## config.mk

```make
export PLATFORM = sky130hd
export DESIGN_NAME = nsrf_ctrl
export DESIGN_NICKNAME = d
export VERILOG_FILES = /design/src/hw/rtl/nsrf_pkg.sv /design/src/hw/rtl/nsrf_ctrl.sv
export SDC_FILE = /design/constraint.sdc
export NUM_CORES = 1
export LEC_CHECK = 0
export ABC_AREA = 1
export BUFFER_PORTS_ARGS = -buffer_cell sky130_fd_sc_hd__buf_2
export CORE_AREA = 2 2 39 41
export CTS_CLUSTER_DIAMETER = 100
export DETAILED_ROUTE_END_ITERATION = 8
export DIE_AREA = 0 0 41 43
export PLACE_DENSITY = 0.64
export REMOVE_ABC_BUFFERS = 1
export SETUP_SLACK_MARGIN = 0.2
export SLEW_MARGIN = 20
export SYNTH_ARGS = -nofsm -noshare
export SYNTH_HDL_FRONTEND = slang
export SYNTH_SLANG_ARGS = --single-unit
```

## constraint.sdc

```tcl
create_clock -name i_clk -period 3.4 [get_ports i_clk]
set_input_delay 1.02 -clock i_clk [delete_from_list [all_inputs] [get_ports i_clk]]
set_output_delay 1.02 -clock i_clk [all_outputs]
set_load 0.005 [all_outputs]
```

## src/hw/rtl/nsrf_pkg.sv

```systemverilog
`default_nettype none
// ----------------------------------------------------------------------------
// nsrf_pkg
// Types, widths and the arithmetic step program shared by the nearest-sphere
// controller and datapath.
// ----------------------------------------------------------------------------
package nsrf_pkg;

    localparam int CRD_W   = 24;   // Q12.12 coordinate
    localparam int DIR_W   = 16;
    localparam int RAD_W   = 23;
    localparam int IDX_W   = 16;
    localparam int CFG_W   = 24;
    localparam int REL_W   = 25;   // centre - origin
    localparam int OPND_W  = 33;   // shared multiplier operand, signed
    localparam int PROD_W  = 2 * OPND_W;
    localparam int ACC_W   = 85;
    localparam int DOT_W   = 42;
    localparam int CRS_W   = 42;   // one cross product component, signed
    localparam int CRS_LO  = 21;   // low split of a component
    localparam int DD_W    = 32;
    localparam int R2_W    = 46;
    localparam int R2_LO   = 23;
    localparam int LIM_W   = 78;
    localparam int SUMSQ_W = 82;
    localparam int DIST_W  = 50;

    localparam int MAX_CENTRES = 65536;
    localparam logic [IDX_W:0] MAX_POS = (IDX_W + 1)'(MAX_CENTRES);

    localparam int NUM_UOPS = 27;
    localparam int STEP_W   = $clog2(NUM_UOPS);

    typedef enum logic [2:0] {
        CFG_ORIGIN_X    = 3'd0,
        CFG_ORIGIN_Y    = 3'd1,
        CFG_ORIGIN_Z    = 3'd2,
        CFG_DIR_X       = 3'd3,
        CFG_DIR_Y       = 3'd4,
        CFG_DIR_Z       = 3'd5,
        CFG_RADIUS      = 3'd6,
        CFG_START_INDEX = 3'd7
    } t_cfg_idx;

    typedef enum logic [3:0] {
        OPND_RX, OPND_RY, OPND_RZ,
        OPND_DX, OPND_DY, OPND_DZ,
        OPND_RAD, OPND_R2_LO, OPND_R2_HI, OPND_DD,
        OPND_CX_LO, OPND_CX_HI, OPND_CY_LO, OPND_CY_HI, OPND_CZ_LO, OPND_CZ_HI
    } t_opnd;

    localparam int NUM_OPND = 16;

    typedef enum logic [1:0] {SH_0, SH_22, SH_23, SH_42} t_shift;
    typedef enum logic [1:0] {ACC_LOAD, ACC_ADD, ACC_SUB} t_acc;
    typedef enum logic [3:0] {
        DST_NONE, DST_DD, DST_R2, DST_CX, DST_CY, DST_CZ,
        DST_DOT, DST_LIM, DST_DIST, DST_SUMSQ
    } t_dest;

    typedef struct packed {
        t_opnd  a;
        t_opnd  b;
        t_shift sh;
        t_acc   acc;
        t_dest  dst;
    } t_uop;

    typedef struct packed {
        logic              load;
        logic              issue;
        logic [STEP_W-1:0] step;
        logic              decide;
    } t_cmd;

    typedef struct packed {
        logic last;
        logic out_valid;
    } t_sts;

    // Multiply-accumulate program for one centre
    function automatic t_uop uop_at(input logic [STEP_W-1:0] step);
        t_uop u;
        unique case (step)
            5'd0:    u = '{OPND_DX,    OPND_DX,    SH_0,  ACC_LOAD, DST_NONE};
            5'd1:    u = '{OPND_DY,    OPND_DY,    SH_0,  ACC_ADD,  DST_NONE};
            5'd2:    u = '{OPND_DZ,    OPND_DZ,    SH_0,  ACC_ADD,  DST_DD};
            5'd3:    u = '{OPND_RAD,   OPND_RAD,   SH_0,  ACC_LOAD, DST_R2};
            5'd4:    u = '{OPND_RY,    OPND_DZ,    SH_0,  ACC_LOAD, DST_NONE};
            5'd5:    u = '{OPND_RZ,    OPND_DY,    SH_0,  ACC_SUB,  DST_CX};
            5'd6:    u = '{OPND_RZ,    OPND_DX,    SH_0,  ACC_LOAD, DST_NONE};
            5'd7:    u = '{OPND_RX,    OPND_DZ,    SH_0,  ACC_SUB,  DST_CY};
            5'd8:    u = '{OPND_RX,    OPND_DY,    SH_0,  ACC_LOAD, DST_NONE};
            5'd9:    u = '{OPND_RY,    OPND_DX,    SH_0,  ACC_SUB,  DST_CZ};
            5'd10:   u = '{OPND_RX,    OPND_DX,    SH_0,  ACC_LOAD, DST_NONE};
            5'd11:   u = '{OPND_RY,    OPND_DY,    SH_0,  ACC_ADD,  DST_NONE};
            5'd12:   u = '{OPND_RZ,    OPND_DZ,    SH_0,  ACC_ADD,  DST_DOT};
            5'd13:   u = '{OPND_R2_LO, OPND_DD,    SH_0,  ACC_LOAD, DST_NONE};
            5'd14:   u = '{OPND_R2_HI, OPND_DD,    SH_23, ACC_ADD,  DST_LIM};
            5'd15:   u = '{OPND_RX,    OPND_RX,    SH_0,  ACC_LOAD, DST_NONE};
            5'd16:   u = '{OPND_RY,    OPND_RY,    SH_0,  ACC_ADD,  DST_NONE};
            5'd17:   u = '{OPND_RZ,    OPND_RZ,    SH_0,  ACC_ADD,  DST_DIST};
            5'd18:   u = '{OPND_CX_LO, OPND_CX_LO, SH_0,  ACC_LOAD, DST_NONE};
            5'd19:   u = '{OPND_CX_HI, OPND_CX_LO, SH_22, ACC_ADD,  DST_NONE};
            5'd20:   u = '{OPND_CX_HI, OPND_CX_HI, SH_42, ACC_ADD,  DST_NONE};
            5'd21:   u = '{OPND_CY_LO, OPND_CY_LO, SH_0,  ACC_ADD,  DST_NONE};
            5'd22:   u = '{OPND_CY_HI, OPND_CY_LO, SH_22, ACC_ADD,  DST_NONE};
            5'd23:   u = '{OPND_CY_HI, OPND_CY_HI, SH_42, ACC_ADD,  DST_NONE};
            5'd24:   u = '{OPND_CZ_LO, OPND_CZ_LO, SH_0,  ACC_ADD,  DST_NONE};
            5'd25:   u = '{OPND_CZ_HI, OPND_CZ_LO, SH_22, ACC_ADD,  DST_NONE};
            5'd26:   u = '{OPND_CZ_HI, OPND_CZ_HI, SH_42, ACC_ADD,  DST_SUMSQ};
            default: u = '{OPND_RX,    OPND_RX,    SH_0,  ACC_LOAD, DST_NONE};
        endcase
        return u;
    endfunction

endpackage
`default_nettype wire

```

## src/hw/rtl/nsrf_ctrl.sv

```systemverilog
`default_nettype none
// ----------------------------------------------------------------------------
// nsrf_ctrl
// Sequencer: takes a centre, steps the datapath through the multiply program,
// then issues the hit decision, holding a last centre's decision until the result register is free.
// ----------------------------------------------------------------------------
module nsrf_ctrl
    import nsrf_pkg::*;
(
    input  wire logic i_clk,
    input  wire logic i_rst_n,
    input  wire logic i_in_valid,
    output logic      o_in_ready,
    input  wire logic i_out_ready,
    input  wire t_sts i_sts,
    output t_cmd      o_cmd
);

    typedef enum logic [1:0] {S_IDLE, S_CALC, S_DRAIN, S_DECIDE} t_state;

    t_state            r_state;
    logic [STEP_W-1:0] r_step;
    logic              w_out_free;

    assign w_out_free = !i_sts.last || !i_sts.out_valid || i_out_ready;

    assign o_in_ready    = (r_state == S_IDLE);
    assign o_cmd.load    = (r_state == S_IDLE) && i_in_valid;
    assign o_cmd.issue   = (r_state == S_CALC);
    assign o_cmd.step    = r_step;
    assign o_cmd.decide  = (r_state == S_DECIDE) && w_out_free;

    always_ff @(posedge i_clk) begin
        if (!i_rst_n) begin
            r_state <= S_IDLE;
            r_step  <= '0;
        end else begin
            unique case (r_state)
                S_IDLE: begin
                    r_step <= '0;
                    if (i_in_valid) begin
                        r_state <= S_CALC;
                    end
                end
                S_CALC: begin
                    r_step <= r_step + 1'b1;
                    if (r_step == STEP_W'(NUM_UOPS - 1)) begin
                        r_state <= S_DRAIN;
                    end
                end
                S_DRAIN: begin
                    r_state <= S_DECIDE;
                end
                S_DECIDE: begin
                    if (w_out_free) begin
                        r_state <= S_IDLE;
                    end
                end
                default: begin
                    r_state <= S_IDLE;
                end
            endcase
        end
    end

endmodule
`default_nettype wire

```

==> reports/qor.csv <==
stage,metric,value,unit
critical_path,max_stage_delay,0.15,ns
critical_path,worstPathCellList,"buf_2, a31oi_1, buf_2",
placement,gp_congestion,0.751,
placement,place_area,554,µm²
power_and_ir_drop,switching_share,0.422,
drt,drtPass1Iterations,4,
power_and_ir_drop,power.internal,0.000221,W
layout,layout-drive-gt1-share,0.271,
grt,grt_pass1_wl,1.49,mm
synth,synth_seq_cells,7,
synth,syn_area,464,µm²
outcome,outcome,finished clean,
flow_run,maxCapViolCount,0,
drt,via_per_inst,4.64,
hold_path,min_path_type,reg2reg,
grt,grt_use_total,0.129,
synth,syn_inst,67,
drt,wl_per_cell,9.05,µm
power_and_ir_drop,powerDensity,659,nW/µm²
timing,relSlewSlack,0.857,
layout,finalNetCount,98,
cts,cts_setup_buffers,0,
synth,avgSynthCellArea,6.93,µm²
power_and_ir_drop,switchingPower,0.000161,W
timing,min_period_over_period,0.714,
drt,top_layer_used,met4,
timing,final_max_slew_viol_count,0,
power_and_ir_drop,p_leak,0.311,nW
layout,area_delta_synth_final,25.1,%
cts,htreeDepth,1,
drt,wl_met1,413,µm
timing,min_period,2.43,ns
grt,grt_max_degree,8,
cts,clock_latency,0.26,ns
synth,seq_area_frac_synth,0.302,
drt,num_vias,469,
grt,overflow,0,
drt,totalWireLength,914,µm
layout,stdcell_count,101,
power_and_ir_drop,power.clock.fraction,0.204,
cts,root_buffer,clkbuf_4,
layout,seq_area,140,µm²
critical_path,cp.required,2.38,ns
critical_path,startpoint,i_sts[1],
cts,cts_tree,done,
critical_path,crit_path_start_kind,input pin,
floorplan,die_w,41,µm
grt,grt_pass1_vias,413,
critical_path,critPathKind,in2out,
cts,postCtsHoldBufs,0,
critical_path,arrival,1.41,ns
floorplan,die_area,1760,µm²
synth,synthTopCellsByArea,"dfxtp_1 (30%), ha_1 (16%), inv_1 (11%)",
timing,finalClockSkew,0.00321,ns
timing,finalSetupViolCount,0,
timing,setup_tns,0,ns
drt,wl_met2,422,µm
critical_path,worst-path-buf-inv,2,
power_and_ir_drop,vdd_drop_max,0.000270,V
synth,synth_cell_types,16,
power_and_ir_drop,seqPwrFrac,0.308,
layout,fin_area,581,µm²
synth,synth_top_area_frac,0.302,
floorplan,boundaryPins,15,
synth,yosysTopAreaCell,dfxtp_1,
layout,multi_input_comb_area,272,µm²
cts,cts_resized,0,
synth,ys_warn_count,0,
drt,met3WireLength,54,µm
grt,antenna_found_initial,0,
floorplan,core_area,1380,µm²
cts,clk_pin_slew,0.05,ns
critical_path,crit_fanout,2,
timing,worstMarginPinSlew,0.215,ns
timing,rsz0062_at_grt,no,
cts,cts.sinks,7,
cts,cts_buffers,3,
cts,clock_path_buffers,2,
placement,port_buffers,14,
timing,finalHoldViolations,0,
drt,drc_errors,0,
critical_path,r2r_start,r_state[1],
layout,fin_util,0.420,
placement,hpwl,749,µm
floorplan,initial_utilization,0.335,
power_and_ir_drop,p_comb_frac,0.488,
placement,dp_cells,97,
floorplan,die_y,43,µm
floorplan,placementRows,14,
drt,ant_nets,0,
critical_path,critPathSlowestCell,a31oi_1,
hold_path,min_from,r_step[1],
critical_path,crit_top_cell,buf_2,
layout,diodes,0,
critical_path,endpoint_kind,output port,
timing,fmax,412,MHz
drt,drt-initial-drc-count,6,
power_and_ir_drop,fin_total_pwr,0.000382,W
critical_path,path_delay_family,buffers and inverters,
layout,nFillCells,143,
sequential cells by signal, summed over array words and instances, names as in the netlist:
signal   count
r_step       5
r_state      2
per-stage QoR:
| stage | hold slack, ns | setup slack, ns |
|---|---|---|
| after detailed placement | 0.517 | 0.964 |
| final | 0.521 | 0.974 |
| after CTS | 0.524 | 0.964 |
| after global routing | 0.551 | 0.915 |
| after global placement | 0.513 | 0.995 |
| after floorplan | 0.497 | 1.19 |
power by group through the flow:
stage	Clock, W	Combinational [W]	Sequential [W]
2_1_floorplan	0	0.000136	0.000117
3_3_place_gp	0	0.000186	0.000119
3_5_place_dp	0	0.000189	0.000120
4_1_cts	0.0000816	0.000189	0.000119
5_1_grt	0.0000877	0.000221	0.000121
6_report	0.0000781	0.000187	0.000118
Yosys cell counts, drive strengths merged:
cell   instances
a21oi          4
a31oi          1
and2           1
dfxtp          7
ha             6
inv           14
nand2         13
nand3          3
nand4          3
nor2           9
nor3           2
o21ai          3
or2            1
logic make-up after synthesis:
| logic type | Yosys count | share of synthesized area |
|---|---|---|
| adder cells (fa/ha/maj) | 6 | 0.162 |
| flip-flops | 7 | 0.302 |
| buffers and inverters | 14 | 0.113 |
| AND/OR/NAND/NOR | 32 | 0.334 |
| AO/OA/AOI/OAI | 8 | 0.0889 |
final timing paths:
path                to  slack, ns  cells after the start
max           o_cmd[0]       0.97                      3
min          r_step[1]       0.52                      2
min reg2reg  r_step[1]       0.52                      2
max reg2reg  r_step[4]       2.10                      6
area by class of cell:
class,instances,area share
timing repair buffer,14,0.121
tap,16,0.0345
multi-input combinational,46,0.468
clock buffer,4,0.0453
sequential,7,0.241
inverter,14,0.0905
cells in the final DEF, fill, tap and decap left out, types with 4 or more instances in the layout:
| cell type | netlist | layout |
|---|---|---|
| buf_2 | 0 | 14 |
| inv_1 | 13 | 13 |
| nand2_1 | 12 | 12 |
| nor2_1 | 8 | 8 |
| dfxtp_1 | 7 | 7 |
| ha_1 | 6 | 6 |
| a21oi_1 | 4 | 4 |
tightest hold or removal path, cell delays in order, from the launching register on:
cell and delay [ns]:
dfxtp_1 0.34, nand2_1 0.08, a21oi_1 0.06
layer usage:
layer	track usage	vias to the layer above
met2	0.191	15
met3	0.0471	3
met1	0.139	206
met4	0.100	0
li1	-	245
met5	0	-
No activity file was read; power rests on OpenSTA's default activity.
